$ cat config.mk
export PLATFORM = sky130hd
export DESIGN_NAME = caldc_step
export DESIGN_NICKNAME = d
export VERILOG_FILES = /design/src/hdl/caldc_pkg.sv /design/src/hdl/caldc_step.sv
export SDC_FILE = /design/constraint.sdc
export NUM_CORES = 1
export LEC_CHECK = 0
export ABC_CLOCK_PERIOD_IN_PS = 7700
export BUFFER_PORTS_ARGS = -buffer_cell sky130_fd_sc_hd__buf_2
export CAP_MARGIN = 20
export CORE_ASPECT_RATIO = 0.9
export CORE_MARGIN = 2
export CORE_UTILIZATION = 35
export DETAILED_ROUTE_END_ITERATION = 7
export PLACE_DENSITY = 0.63
export SETUP_SLACK_MARGIN = 0.02
export SLEW_MARGIN = 20
export SYNTH_ARGS = -nofsm -noshare
export SYNTH_HDL_FRONTEND = slang
export SYNTH_SLANG_ARGS = --single-unit
$ cat constraint.sdc
create_clock -name vclk -period 7.7
set_input_delay 0.77 -clock vclk [all_inputs]
set_output_delay 0.77 -clock vclk [all_outputs]
set_load 0.02 [all_outputs]
$ cat src/hdl/caldc_pkg.sv
// Types, constants and helper functions shared by the calendar date counter.
package caldc_pkg;

	localparam logic [1:0] CMD_FWD  = 2'd0;
	localparam logic [1:0] CMD_BACK = 2'd1;
	localparam logic [1:0] CMD_LOAD = 2'd2;

	localparam logic [13:0] YEAR_MAX  = 14'd9999;
	localparam logic [6:0]  YOC_MAX   = 7'd99;
	localparam logic [3:0]  MONTH_DEC = 4'd12;
	localparam logic [4:0]  DAY_MAX   = 5'd31;
	localparam logic [2:0]  DOW_NONE  = 3'd7;

	// floor(x/100) by reciprocal for 27-bit, 21-bit and 14-bit x
	localparam logic [27:0] REC100_W27 = 28'd171798692;
	localparam int          SH100_W27  = 34;
	localparam logic [21:0] REC100_W21 = 22'd2684355;
	localparam int          SH100_W21  = 28;
	localparam logic [12:0] REC100_W14 = 13'd5243;
	localparam int          SH100_W14  = 19;

	typedef struct packed {
		logic [1:0]  cmd;
		logic [26:0] load_value;
	} req_t;

	typedef struct packed {
		logic [13:0] year;
		logic [3:0]  month;
		logic [4:0]  day;
		logic [2:0]  day_of_week;
		logic        leap_year;
		logic        load_ok;
	} rsp_t;

	// year is kept together with its century and year of century
	typedef struct packed {
		logic [13:0] year;
		logic [6:0]  cent;
		logic [6:0]  yoc;
		logic [3:0]  month;
		logic [4:0]  day;
	} date_t;

	function automatic logic is_leap(input logic [6:0] cent, input logic [6:0] yoc);
		return (yoc[1:0] == 2'd0) && ((yoc != 7'd0) || (cent[1:0] == 2'd0));
	endfunction

	function automatic logic [4:0] month_len(input logic [3:0] m, input logic leap);
		logic [4:0] len;
		unique case (m)
			4'd2: begin
				len = leap ? 5'd29 : 5'd28;
			end
			4'd4, 4'd6, 4'd9, 4'd11: begin
				len = 5'd30;
			end
			default: begin
				len = 5'd31;
			end
		endcase
		return len;
	endfunction

	// (13*mm+8)/5 mod 7, with January and February as months 13 and 14
	function automatic logic [2:0] month_offset(input logic [3:0] m);
		logic [2:0] off;
		unique case (m)
			4'd1:    off = 3'd0;
			4'd2:    off = 3'd3;
			4'd3:    off = 3'd2;
			4'd4:    off = 3'd5;
			4'd5:    off = 3'd0;
			4'd6:    off = 3'd3;
			4'd7:    off = 3'd5;
			4'd8:    off = 3'd1;
			4'd9:    off = 3'd4;
			4'd10:   off = 3'd6;
			4'd11:   off = 3'd2;
			4'd12:   off = 3'd4;
			default: off = 3'd0;
		endcase
		return off;
	endfunction

	// fold octal digits, since 8 is 1 mod 7
	function automatic logic [2:0] mod7(input logic [9:0] a);
		logic [4:0] f1;
		logic [3:0] f2;
		f1 = 5'(a[2:0]) + 5'(a[5:3]) + 5'(a[8:6]) + 5'(a[9]);
		f2 = 4'(f1[2:0]) + 4'(f1[4:3]);
		return (f2 >= 4'd7) ? 3'(f2 - 4'd7) : f2[2:0];
	endfunction

endpackage

$ cat src/hdl/caldc_step.sv
// Next-date logic: one day forward or back, load, clear.
module caldc_step (
	input  logic [1:0]      cmd,
	input  logic            zero,
	input  logic            load_ok,
	input  caldc_pkg::date_t ld,
	input  caldc_pkg::date_t cur,
	output caldc_pkg::date_t nxt,
	output logic            ok
);

	logic       cleared;
	logic       leap;
	logic [4:0] len_cur;
	logic [4:0] len_prev;

	always_comb begin
		cleared  = (cur.month == 4'd0);
		leap     = caldc_pkg::is_leap(cur.cent, cur.yoc);
		len_cur  = caldc_pkg::month_len(cur.month, leap);
		len_prev = caldc_pkg::month_len(4'(cur.month - 4'd1), leap);
	end

	always_comb begin
		nxt = cur;
		ok  = 1'b0;
		unique case (cmd)
			caldc_pkg::CMD_FWD: begin
				ok = 1'b1;
				if (cleared) begin
					nxt = cur;
				end else if (cur.year == caldc_pkg::YEAR_MAX && cur.month == caldc_pkg::MONTH_DEC
						&& cur.day == caldc_pkg::DAY_MAX) begin
					nxt = cur;
				end else if (cur.day >= len_cur) begin
					nxt.day = 5'd1;
					if (cur.month == caldc_pkg::MONTH_DEC) begin
						nxt.month = 4'd1;
						nxt.year  = cur.year + 14'd1;
						if (cur.yoc == caldc_pkg::YOC_MAX) begin
							nxt.yoc  = 7'd0;
							nxt.cent = cur.cent + 7'd1;
						end else begin
							nxt.yoc = cur.yoc + 7'd1;
						end
					end else begin
						nxt.month = cur.month + 4'd1;
					end
				end else begin
					nxt.day = cur.day + 5'd1;
				end
			end
			caldc_pkg::CMD_BACK: begin
				ok = 1'b1;
				if (cleared) begin
					nxt = cur;
				end else if (cur.day == 5'd1) begin
					if (cur.month == 4'd1) begin
						if (cur.year > 14'd1) begin
							nxt.year  = cur.year - 14'd1;
							nxt.month = caldc_pkg::MONTH_DEC;
							nxt.day   = caldc_pkg::DAY_MAX;
							if (cur.yoc == 7'd0) begin
								nxt.yoc  = caldc_pkg::YOC_MAX;
								nxt.cent = cur.cent - 7'd1;
							end else begin
								nxt.yoc = cur.yoc - 7'd1;
							end
						end
					end else begin
						nxt.month = cur.month - 4'd1;
						nxt.day   = len_prev;
					end
				end else begin
					nxt.day = cur.day - 5'd1;
				end
			end
			caldc_pkg::CMD_LOAD: begin
				if (zero) begin
					nxt = '0;
				end else if (load_ok) begin
					nxt = ld;
					ok  = 1'b1;
				end
			end
			default: begin
				nxt = cur;
			end
		endcase
	end

endmodule

**Yosys cells after proc, flatten, opt, wreduce, memory -nomap -nowiden**

Index checks and enable logic that the tools add are counted.
W data, S select, Z words.

- Register bits after elaboration: 0
- Input port bits: 78
- Word-level logic and storage cells: 68

- Add/subtract/negate cells: 10
- Magnitude comparators: 2
- Equal/unequal tests: 18
- Multiplexer cells: 25
- Reductions and logical operators: 13

Operator list:

| kind | number |
|---|---|
| $mux W37 | 6 |
| $pmux W37 S3 | 1 |
| $mux W32 | 2 |
| $mux W28 | 2 |
| $mux W7 | 4 |
| $eq A4 B4 Y1 const B | 5 |
| $eq A4 B3 Y1 const B | 4 |
| $add A14 B1 Y14 const B | 1 |
| $add A7 B1 Y7 const B | 2 |
| $eq A14 B14 Y1 const B | 1 |
| $gt A14 B1 Y1 const B | 1 |
| $sub A14 B1 Y14 const B | 1 |
| $sub A7 B1 Y7 const B | 2 |
| $mux W5 | 2 |
| $mux W9 | 1 |
| $eq A4 B2 Y1 const B | 2 |
| $pmux W2 S2 | 2 |
| $reduce_or A4 Y1 | 2 |
| $eq A7 B7 Y1 const B | 1 |
| $logic_not A7 Y1 | 1 |
| $reduce_bool A7 Y1 | 1 |
| $logic_not A2 Y1 | 3 |
| $add A5 B1 Y5 const B | 1 |
| $eq A5 B1 Y1 const B | 1 |
| other kinds (15) | 19 |

**Logic depth before layout (Yosys ltp)**

- Depth after elaboration: 10
- Depth in mapped cells: 16
- Gate-level depth less buffers: 13

**Worst setup path before layout**

OpenSTA, ideal clock, no wires.

- Path kind: input-to-output
- Start point: input port cur[12] (netlist bit)
- End point: output port nxt[26] (netlist bit)
- Data arrival time: 4.043 ns
- Required time: 6.930 ns
- Slack: 2.887 ns
- Stages on the path: 15
- Path buffers: 2
- Cells stage by stage: buf_2 > or3_4 > or2_2 > o31ai_1 > a21oi_1 > nor3_1 > a21oi_1 > ha_1 > nand2b_1 > a21o_1 > nand2b_1 > clkbuf_1 > nor3_2 > nand2b_1 > a221oi_1

RTL lines:

| element | line | source |
|---|---|---|
| start, declared | caldc_step.sv:7 | `input caldc_pkg::date_t cur,` |
| end, declared | caldc_step.sv:8 | `output caldc_pkg::date_t nxt,` |

==> impl_metrics.py <==
metrics = {
    "run_status": {
        "outcome": "complete, no violations",
    },
    "cells_and_area": {
        "layout_common_cells": "buf_2 (116), nor2_1 (53), nand2_1 (48), nand3_1 (32), a21oi_1 (31)",
        "stdcell_count": 757,
        "final-seq-area_um2": 0,
        "seq_cells": 0,
        "fin_nets": 727,
        "clkbuf_count": 0,
        "drive_above_1_share_pct": 24.4,
        "num_antenna_cells": 0,
        "synthToLayoutAreaGrowth_pct": 15.3,
        "layout_commonest_cell": "buf_2",
    },
    "route": {
        "drt-initial-drc-count": 704,
        "routedWlPerCell_um": 19.8,
        "wl_met3_um": 1610,
        "route.met2.wl_um": 6610,
        "wirelength_um": 15000,
        "avgViaCountPerCell": 6.45,
        "vias": 4880,
        "drt_pre_antenna_iters": 6,
        "drt-met1-wl_um": 6510,
        "routed.top_layer": "met4",
        "drtAntennaViolNets": 0,
        "drc": 0,
    },
    "pwr": {
        "ir_drop_mv": 0.0366,
        "leakagePower_nw": 1.64,
        "p_sw_share_pct": 63.4,
        "p_int_mw": 0.0838,
        "p_sw_mw": 0.145,
        "sequentialPowerShare_pct": 0,
        "power_mw": 0.229,
        "power_density_mw_per_mm2": 54.9,
        "comb_power_share_pct": 100.0,
        "pwr-share-clk_pct": 0,
    },
    "sta": {
        "worst_slew_pin_slew_ns": 1.19,
        "rsz0062_at_grt": "no",
        "max-slew-margin-rel_pct": 20.4,
        "setup_tns_ns": 0,
        "maxSlewViolCount": 0,
        "final-hold-violation-count": 0,
        "period_needed_ns": 5.40,
        "max_freq_ghz": 0.185,
        "setup_violations": 0,
        "post-route-period-util_pct": 70.2,
    },
    "placed_design": {
        "gp_congestion": 1.02,
        "portBuffers": 116,
        "dpl.cell_count": 757,
        "dpl.hpwl_um": 10900,
    },
    "synthesis": {
        "synthTopCellsByArea": "ha_1 (6.6%), mux2i_1 (6.1%), nor2_1 (5.5%)",
        "syn_nets": 662,
        "synth-seq-area-share_pct": 0,
        "synthesis.area_mm2": 0.00361,
        "ys_types": 79,
        "syn_avg_cell_area_um2": 6.40,
        "synth_cells": 565,
        "yosys_warnings": 0,
        "synth.top_cell.area_share_pct": 6.58,
        "yosysTopAreaCell": "ha_1",
    },
    "clock_network": {
        "postCtsResizedCells": 0,
        "postCtsSetupRepairBufs": 0,
        "holdBufCountCts": 0,
    },
    "job": {
        "cap_violations": 0,
    },
    "global_routing": {
        "grt_first_pass_wirelength_um": 23500,
        "grt_max_degree": 62,
        "grt_overflow": 0,
        "first_global_vias": 4388,
        "grt_use_total_pct": 25.3,
        "antenna_found_initial": 0,
    },
    "hold_path": {
        "min_to": "nxt[22]",
        "hold_depth": 3,
        "holdCritPathClass": "primary input to output port",
        "min_from": "cur[22]",
    },
    "critical_path": {
        "crit_fanout": 11,
        "cp-end-kind": "output port",
        "required_ns": 6.93,
        "cp-start-kind": "primary input",
        "cp.arrival_ns": 4.63,
        "worstSetupPathType": "primary input to output port",
    },
    "die": {
        "die_y_um": 100,
        "die_w_um": 111,
        "row_count": 35,
        "fp.coreArea_mm2": 0.0102,
        "die_area_mm2": 0.0112,
        "ios": 116,
        "start_util_pct": 35.6,
    },
}
Yosys cell counts, drive strengths merged (7+ instances only):
cell and number:
xnor2 10, nand4 16, nand2 48, nand3 32
clkbuf 49, a22oi 15, o21ai 29, nor2 54
nor3 20, nand3b 8, ha 19, xor2 9
o211ai 13, and3 10, nor4 9, mux2i 22
a21oi 35, o221ai 9, a31oi 13, inv 13
o31ai 7, nand2b 10, buf 9
how the worst max path moves through the flow:
stage                    to     from  slack (ns)
floorplan           nxt[26]  cur[12]        2.89
global placement    nxt[30]  cur[12]        2.46
detailed placement  nxt[30]  cur[12]        2.38
CTS                 nxt[30]  cur[12]        2.36
global route        nxt[30]  cur[12]        2.14
finish              nxt[30]  cur[12]        2.30
per-layer routing:
layer	global-route usage (%)	vias to the layer above
li1	-	2304
met1	36.7	2249
met2	40.5	301
met3	3.80	26
met4	3.80	0
met5	0	-
power by group through the flow:
stage	clock network [mW]	registers, mW	logic, mW
2_1_floorplan	0	0	0.148
3_3_place_gp	0	0	0.221
3_5_place_dp	0	0	0.224
4_1_cts	0	0	0.225
5_1_grt	0	0	0.248
6_report	0	0	0.229
per-stage QoR:
step / setup slack [ns] / hold WS (ns) / area [um^2] / util, %
6_report: 2.30 / 1.92 / 4170 / 41.0
4_1_cts: 2.36 / 1.91 / 4160 / 41.0
3_5_place_dp: 2.38 / 1.91 / 4160 / 41.0
5_1_grt: 2.14 / 1.93 / 4170 / 41.0
2_1_floorplan: 2.89 / 1.67 / 3610 / -
3_3_place_gp: 2.46 / 1.90 / 4160 / 40.9
critical path: stages:
cell and delay, ns:
buf_2 0.16, or3_4 0.41, or2_2 0.33, o31ai_1 0.33, a21oi_1 0.12, nor3_1 0.14
a21oi_1 0.06, ha_1 0.28, nand2b_1 0.11, a21o_1 0.15, nand2b_1 0.27, nor3_2 0.80
a31oi_1 0.17, o32a_1 0.36, buf_2 0.16
final cells by class:
type	instances	area, um^2
Fill cell	1127	5990
Timing Repair Buffer	121	618
Tap cell	129	161
Inverter	14	52.6
Multi-Input combinational cell	493	3330
kinds of logic (layout without fill, tap and decap cells):
kind of cell | Yosys count | in the layout | synth area share [%]
XOR/XNOR | 19 | 19 | 4.60
AND/OR/NAND/NOR | 241 | 241 | 35.9
AO/OA/AOI/OAI | 186 | 186 | 36.9
buffers and inverters | 72 | 135 | 8.03
adder cells (fa/ha/maj) | 19 | 19 | 6.58
multiplexers | 28 | 28 | 7.96
No activity file was read; power rests on OpenSTA's default activity.
