**config.mk**
```make
export PLATFORM = sky130hd
export DESIGN_NAME = caldc_wday
export DESIGN_NICKNAME = d
export VERILOG_FILES = /design/src/hdl/caldc_pkg.sv /design/src/hdl/caldc_wday.sv
export SDC_FILE = /design/constraint.sdc
export NUM_CORES = 1
export LEC_CHECK = 0
export ABC_AREA = 1
export BUFFER_PORTS_ARGS = -buffer_cell sky130_fd_sc_hd__buf_4
export CAP_MARGIN = 20
export CORE_ASPECT_RATIO = 1.75
export CORE_MARGIN = 2
export CORE_UTILIZATION = 60
export DETAILED_ROUTE_END_ITERATION = 8
export PLACE_DENSITY = 0.85
export SYNTH_ARGS = -nofsm -noshare
export SYNTH_HDL_FRONTEND = slang
export SYNTH_SLANG_ARGS = --single-unit
```
**constraint.sdc**
```tcl
create_clock -name vclk -period 6.6
set_clock_uncertainty 0.1 [all_clocks]
set_input_delay 0 -clock vclk [all_inputs]
set_output_delay 0 -clock vclk [all_outputs]
set_load 0.02 [all_outputs]
```
**src/hdl/caldc_pkg.sv**
```systemverilog
// Types, constants and helper functions shared by the calendar date counter.
package caldc_pkg;

	localparam logic [1:0] CMD_FWD  = 2'd0;
	localparam logic [1:0] CMD_BACK = 2'd1;
	localparam logic [1:0] CMD_LOAD = 2'd2;

	localparam logic [13:0] YEAR_MAX  = 14'd9999;
	localparam logic [6:0]  YOC_MAX   = 7'd99;
	localparam logic [3:0]  MONTH_DEC = 4'd12;
	localparam logic [4:0]  DAY_MAX   = 5'd31;
	localparam logic [2:0]  DOW_NONE  = 3'd7;

	// floor(x/100) by reciprocal for 27-bit, 21-bit and 14-bit x
	localparam logic [27:0] REC100_W27 = 28'd171798692;
	localparam int          SH100_W27  = 34;
	localparam logic [21:0] REC100_W21 = 22'd2684355;
	localparam int          SH100_W21  = 28;
	localparam logic [12:0] REC100_W14 = 13'd5243;
	localparam int          SH100_W14  = 19;

	typedef struct packed {
		logic [1:0]  cmd;
		logic [26:0] load_value;
	} req_t;

	typedef struct packed {
		logic [13:0] year;
		logic [3:0]  month;
		logic [4:0]  day;
		logic [2:0]  day_of_week;
		logic        leap_year;
		logic        load_ok;
	} rsp_t;

	// year is kept together with its century and year of century
	typedef struct packed {
		logic [13:0] year;
		logic [6:0]  cent;
		logic [6:0]  yoc;
		logic [3:0]  month;
		logic [4:0]  day;
	} date_t;

	function automatic logic is_leap(input logic [6:0] cent, input logic [6:0] yoc);
		return (yoc[1:0] == 2'd0) && ((yoc != 7'd0) || (cent[1:0] == 2'd0));
	endfunction

	function automatic logic [4:0] month_len(input logic [3:0] m, input logic leap);
		logic [4:0] len;
		unique case (m)
			4'd2: begin
				len = leap ? 5'd29 : 5'd28;
			end
			4'd4, 4'd6, 4'd9, 4'd11: begin
				len = 5'd30;
			end
			default: begin
				len = 5'd31;
			end
		endcase
		return len;
	endfunction

	// (13*mm+8)/5 mod 7, with January and February as months 13 and 14
	function automatic logic [2:0] month_offset(input logic [3:0] m);
		logic [2:0] off;
		unique case (m)
			4'd1:    off = 3'd0;
			4'd2:    off = 3'd3;
			4'd3:    off = 3'd2;
			4'd4:    off = 3'd5;
			4'd5:    off = 3'd0;
			4'd6:    off = 3'd3;
			4'd7:    off = 3'd5;
			4'd8:    off = 3'd1;
			4'd9:    off = 3'd4;
			4'd10:   off = 3'd6;
			4'd11:   off = 3'd2;
			4'd12:   off = 3'd4;
			default: off = 3'd0;
		endcase
		return off;
	endfunction

	// fold octal digits, since 8 is 1 mod 7
	function automatic logic [2:0] mod7(input logic [9:0] a);
		logic [4:0] f1;
		logic [3:0] f2;
		f1 = 5'(a[2:0]) + 5'(a[5:3]) + 5'(a[8:6]) + 5'(a[9]);
		f2 = 4'(f1[2:0]) + 4'(f1[4:3]);
		return (f2 >= 4'd7) ? 3'(f2 - 4'd7) : f2[2:0];
	endfunction

endpackage

```
**src/hdl/caldc_wday.sv**
```systemverilog
// Weekday and leap flag of a date, Zeller form split by century.
module caldc_wday (
	input  caldc_pkg::date_t date,
	output logic [2:0]       day_of_week,
	output logic             leap_year
);

	logic       cleared;
	logic [6:0] jc;
	logic [6:0] kc;
	logic [9:0] sum;

	always_comb begin
		cleared = (date.month == 4'd0);
		if (date.month < 4'd3) begin
			if (date.yoc == 7'd0) begin
				kc = caldc_pkg::YOC_MAX;
				jc = date.cent + 7'd3;
			end else begin
				kc = date.yoc - 7'd1;
				jc = date.cent + 7'd4;
			end
		end else begin
			kc = date.yoc;
			jc = date.cent + 7'd4;
		end
		sum = {1'b0, jc, 2'b00} + 10'(jc) + 10'(jc[6:2]) + 10'(kc) + 10'(kc[6:2])
			+ 10'(caldc_pkg::month_offset(date.month)) + 10'(date.day);
		day_of_week = cleared ? caldc_pkg::DOW_NONE : caldc_pkg::mod7(sum);
		leap_year   = !cleared && caldc_pkg::is_leap(date.cent, date.yoc);
	end

endmodule

```
Word level (Yosys, flattened, before mapping)
Memories as Yosys holds them, arrays and structs flattened.
Cells that the tools add are included.
{"block": "op_classes", "magnitude_cmp": 2, "reduce_logical": 9, "addsub": 14, "n_mux": 6}
{"op": "$add A10 B5 Y10", "n": 3}
{"op": "$mux W7", "n": 4}
{"op": "$add A10 B3 Y10", "n": 1}
{"op": "$add A10 B7 Y10", "n": 1}
{"op": "$add A9 B7 Y10", "n": 1}
{"op": "$add A7 B2 Y7 const B", "n": 1}
{"op": "$add A7 B3 Y7 const B", "n": 1}
{"op": "$logic_not A7 Y1", "n": 1}
{"op": "$reduce_bool A7 Y1", "n": 1}
{"op": "$sub A7 B1 Y7 const B", "n": 1}
{"op": "$mux W3", "n": 2}
{"op": "$add A4 B3 Y5", "n": 1}
{"op": "$add A5 B1 Y5", "n": 1}
{"op": "$add A3 B2 Y4", "n": 1}
{"op": "$add A3 B3 Y4", "n": 1}
{"op": "$ge A4 B3 Y1 const B", "n": 1}
{"op": "$logic_not A2 Y1", "n": 2}
{"op": "$logic_not A4 Y1", "n": 1}
{"op": "$lt A4 B2 Y1 const B", "n": 1}
{"op": "$sub A3 B3 Y3 const B", "n": 1}
{"op": "$logic_and A1 B1 Y1", "n": 2}
{"op": "$logic_not A1 Y1", "n": 1}
{"op": "$logic_or A1 B1 Y1", "n": 1}
{"block": "totals", "n_memories": 1, "output_inout_bits": 4, "rom_bits": 48, "regBits": 0, "word_cells": 32}
{"memory": "(name not given)", "depth": 16, "word_bits": 3, "read_ports": 1, "rd_ports_with_merged_regs": 0, "wr": 0, "line_no": "caldc_pkg.sv:68", "source": "unique case (m)"}

Logic depth before layout (Yosys ltp)
{"block": "depth", "depth_word": 16, "depth_mapped": 39, "mapped_depth_nobuf": 39}

Worst setup path before layout
OpenSTA, ideal clock, no wires.
{"block": "synth_path", "kind": "in2out", "start": "input port date[9] in the netlist's numbering", "end": "output port day_of_week[1]", "path_stages": 31, "arrival_time_ns": 6.042, "path_slack_ns": 0.458, "cell_sequence": "inv_1 -> ha_1 -> nand2_1 -> nor2_8 -> nand2_4 -> buf_12 -> o21ai_1 -> fa_1 -> fa_1 -> inv_1 -> fa_1 -> fa_1 -> o21ai_0 -> nand3_1 -> nand2_1 -> nand2_1 -> nand2_1 -> fa_1 -> ha_1 -> inv_1 -> o21ai_0 -> xor2_1 -> ha_1 -> inv_1 -> fa_1 -> inv_1 -> ha_1 -> nand3_1 -> nand2_1 -> nand2_1 -> nand3_1"}
{"block": "synth_via", "elab_chain_cells": 16}
{"element": "start: declaration", "line_no": "caldc_wday.sv:3", "source": "input caldc_pkg::date_t date,"}
{"element": "$logic_not A7 Y1", "line_no": "caldc_wday.sv:16", "source": "if (date.yoc == 7'd0) begin"}
{"element": "$mux W7", "line_no": "caldc_wday.sv:16"}
{"element": "$mux W7", "line_no": "caldc_wday.sv:15", "source": "if (date.month < 4'd3) begin"}
{"element": "$add A9 B7 Y10", "line_no": "caldc_wday.sv:27", "source": "sum = {1'b0, jc, 2'b00} + 10'(jc) + 10'(jc[6:2]) + 10'(kc) + 10'(kc[6:2])"}
{"element": "$add A10 B5 Y10", "line_no": "caldc_wday.sv:27"}
{"element": "$add A10 B7 Y10", "line_no": "caldc_wday.sv:27"}
{"element": "$add A10 B5 Y10 *", "line_no": "caldc_wday.sv:27"}
{"element": "$add A10 B3 Y10 *", "line_no": "caldc_wday.sv:28", "source": "+ 10'(caldc_pkg::month_offset(date.month)) + 10'(date.day);"}
{"element": "$add A10 B5 Y10 *", "line_no": "caldc_wday.sv:28"}
{"element": "$add A3 B3 Y4", "line_no": "caldc_pkg.sv:90", "source": "f1 = 5'(a[2:0]) + 5'(a[5:3]) + 5'(a[8:6]) + 5'(a[9]);"}
{"element": "$add A4 B3 Y5", "line_no": "caldc_pkg.sv:90"}
{"element": "$add A5 B1 Y5 *", "line_no": "caldc_pkg.sv:90"}
{"element": "$add A3 B2 Y4 *", "line_no": "caldc_pkg.sv:91", "source": "f2 = 4'(f1[2:0]) + 4'(f1[4:3]);"}
{"element": "$ge A4 B3 Y1 or $sub A3 B3 Y3 (tied branches)", "line_no": "caldc_pkg.sv:92", "source": "return (f2 >= 4'd7) ? 3'(f2 - 4'd7) : f2[2:0];"}
{"element": "$mux W3 *", "line_no": "caldc_pkg.sv:92"}
{"element": "$mux W3 *", "line_no": "caldc_wday.sv:29", "source": "day_of_week = cleared ? caldc_pkg::DOW_NONE : caldc_pkg::mod7(sum);"}
{"element": "end: declaration", "line_no": "caldc_wday.sv:4", "source": "output logic [2:0] day_of_week,"}
Mark *: on every way between the ends. The rest lies on a longest branch, timed or not.

Worst setup path after layout
{"block": "layout_path", "start": "input port date[5] in the netlist's numbering", "end": "output port day_of_week[0]"}
{"block": "layout_via", "elab_chain_cells": 15}
{"element": "$lt A4 B2 Y1", "line_no": "caldc_wday.sv:15"}
{"element": "$mux W7", "line_no": "caldc_wday.sv:15"}
{"element": "$add A9 B7 Y10", "line_no": "caldc_wday.sv:27"}
{"element": "$add A10 B5 Y10", "line_no": "caldc_wday.sv:27"}
{"element": "$add A10 B7 Y10", "line_no": "caldc_wday.sv:27"}
{"element": "$add A10 B5 Y10", "line_no": "caldc_wday.sv:27"}
{"element": "$add A10 B3 Y10", "line_no": "caldc_wday.sv:28"}
{"element": "$add A10 B5 Y10", "line_no": "caldc_wday.sv:28"}
{"element": "$add A3 B3 Y4", "line_no": "caldc_pkg.sv:90"}
{"element": "$add A4 B3 Y5", "line_no": "caldc_pkg.sv:90"}
{"element": "$add A5 B1 Y5", "line_no": "caldc_pkg.sv:90"}
{"element": "$add A3 B2 Y4", "line_no": "caldc_pkg.sv:91"}
{"element": "$ge A4 B3 Y1 or $sub A3 B3 Y3 (tied branches)", "line_no": "caldc_pkg.sv:92"}
{"element": "$mux W3", "line_no": "caldc_pkg.sv:92"}
{"element": "$mux W3 *", "line_no": "caldc_wday.sv:29"}
Marked as above.

==> impl_results.md <==
* Status: completed
* Placed cell areas at about 2500 µm²
* Top post-synthesis cells by area: fa_1 (26%), ha_1 (17%), inv_1 (15%)
* Fin. max-slew vios at 0
* Antenna diodes at 0
* Largest net degree at the start of global routing at 9
* Final WL at approximately 5300 µm
* Wire length per cell at 13.3 µm
* Commonest non-fill, non-tap cells in the layout: inv_1 (81), nand2_1 (54), buf_4 (43), fa_1 (26), ha_1 (22)
* Full die area at ~4100 µm²
* Vias per inst at ~5.2
* Yosys Warn Count at 0
* Row count at 29
* WL met2 at 3190 µm
* Core Util, Final at between 70% and 80%
* Synthesized net count at 400
* Starting Density at 61.1%
* Seq/Total Area, Yosys at 0%
* Via count at ~2100
* Final GP Congestion at roughly 0.9
* Crit share post-route at ~97%
* Max FO, Critical Path at 8
* Hold Path Class: in -> out
* Max_cap viols at 0
* Layout area overhead at 26.4%
* Core ar. at 3560 µm²
* Pre-Repair DR Iteration Count at 4
* Post-DP HPWL at between 4000 and 5000 µm
* Commonest non-fill, non-tap cell in the layout: inv_1
* Vias in the first global route at 2051
* Remaining DRCs at 0
* Seq_cells at 0
* CP Data Required Time at approximately 6.5 ns
* Post-synthesis instance total at about 310
* Setup WS pre-CTS at -0.0258 ns
* Average cell area after synthesis at ~7.1 µm²
* Cell area after layout at around 2700 µm²
* Clock buffers at 0
* Antenna viol nets, final at 0
* Final min period at between 6 and 7 ns
* Worst-margin pin slew at roughly 0.36 ns
* Net count, final at between 400 and 500
* Critical Path End: day_of_week[0]
* Setup crit end kind: output pin
* GR Overflow Total at 0
* Cell variety after synth at 30
* Hold-fix buffers, CTS at 0
* Critical Path AT at 6.33 ns
* Worst rel slew slack at 76.2%
* Maximum clock rate at 0.156 GHz
* # IOs at a little over 40
* Wl on met1 at 1770 µm
* Buffers on Ports at 27
* Largest area contributor in the netlist: fa_1
* Ratio of cells with drive above 1 in the final layout at 29.3%
* GRT Overall Usage at between 20% and 30%
* Routed wl met3 at a little over 90 µm
* Synth top area share at 25.8%
* CP max stage delay at 0.55 ns
* Final Hold Fails at 0
* CP Launch Type: primary input
* Initial antenna violation count at 0
* Uppermost routed layer: met4
* CP max-delay cell: fa_1
* Storage element area at 0 µm²
* Worst setup margin at between 0.15 and 0.2 ns
* Initial drt markers at 30
* Post-Syn Area at between 2000 and 2500 µm²
* Die width at around 50 µm
* Die extent in y at between 80 and 90 µm
* First-pass GRT wire length at 7820 µm
* Final Setup Violations at 0
* CP most frequent cell: fa_1
* Final hold slack at between 0.4 and 0.5 ns
* WS Path Type: in -> out
* Worst Setup SP: date[5]
## repair_timing
item                                    in CTS  in global routing
endpoints found under the setup margin       2                  3
setup buffers                                0                  4
pin swaps                                    0                 17
gates cloned                                 0                  0
resized for setup                            1                 43
## layer usage
metal  global-route usage (%)  vias up
met5                        0        -
met4                     7.32        0
met3                    0.538       22
met2                     48.4       45
met1                     22.5     1003
li1                         -     1010
## area by class of cell
cell class | instances | area (µm²)
inverter | 91 | 354
tap | 46 | 57.6
fill | 259 | 808
multi-input combinational | 214 | 1980
timing repair buffer | 46 | 357
## per-stage QoR
step                TNS [ns]  std cells
global route          -0.773        397
detailed placement   -0.0462        393
global placement           0        393
finish                     0        397
CTS                        0        393
floorplan                  0        306
## kinds of logic (layout without fill, tap and decap cells)
group | after synthesis | in the layout | share of synthesized area [%]
AO/OA/AOI/OAI | 24 | 24 | 6.56
XOR/XNOR | 11 | 11 | 4.78
adder cells (fa/ha/maj) | 57 | 57 | 42.5
AND/OR/NAND/NOR | 122 | 122 | 29.4
buffers and inverters | 92 | 137 | 16.8
## cells in the mapped netlist
| library cell | n |
|---|---|
| inv_4 | 1 |
| a31oi_1 | 1 |
| nor3_1 | 3 |
| o21ai_1 | 1 |
| xor2_2 | 1 |
| nor2_2 | 1 |
| nor2_4 | 5 |
| nand4_1 | 4 |
| o21bai_1 | 1 |
| xnor2_1 | 5 |
| a21oi_2 | 1 |
| o21ai_0 | 9 |
| o21bai_2 | 1 |
| nand2_2 | 5 |
| nand2_4 | 5 |
| a21oi_1 | 7 |
| nand2_1 | 59 |
| fa_1 | 28 |
| nor2_8 | 2 |
| nand3_1 | 23 |
| nand2_8 | 1 |
| xor2_1 | 5 |
| buf_12 | 1 |
| ha_1 | 29 |
| a21o_1 | 1 |
| nor2_1 | 14 |
| inv_1 | 85 |
| o21ai_2 | 1 |
| inv_2 | 5 |
| o211ai_1 | 1 |
## how the worst min path moves through the flow
stage          startpoint        endpoint  slack [ns]  cells past startpoint
2_1_floorplan     date[8]  day_of_week[2]        0.25                      5
3_3_place_gp      date[8]  day_of_week[2]        0.48                      7
3_5_place_dp     date[10]       leap_year        0.48                      6
4_1_cts          date[10]       leap_year        0.47                      6
5_1_grt          date[10]       leap_year        0.46                      6
6_report         date[10]       leap_year        0.43                      6
## worst max-delay path, delay by kind of cell
kind                     cells  cell delay, ns
AO/OA/AOI/OAI                2            0.23
buffers and inverters       10            0.92
adder cells (fa/ha/maj)     10            3.67
AND/OR/NAND/NOR             13            1.28
XOR/XNOR                     2            0.23
Power is not shown: default switching activity piles up to over one toggle a cycle in this logic, so the estimate is an artifact.
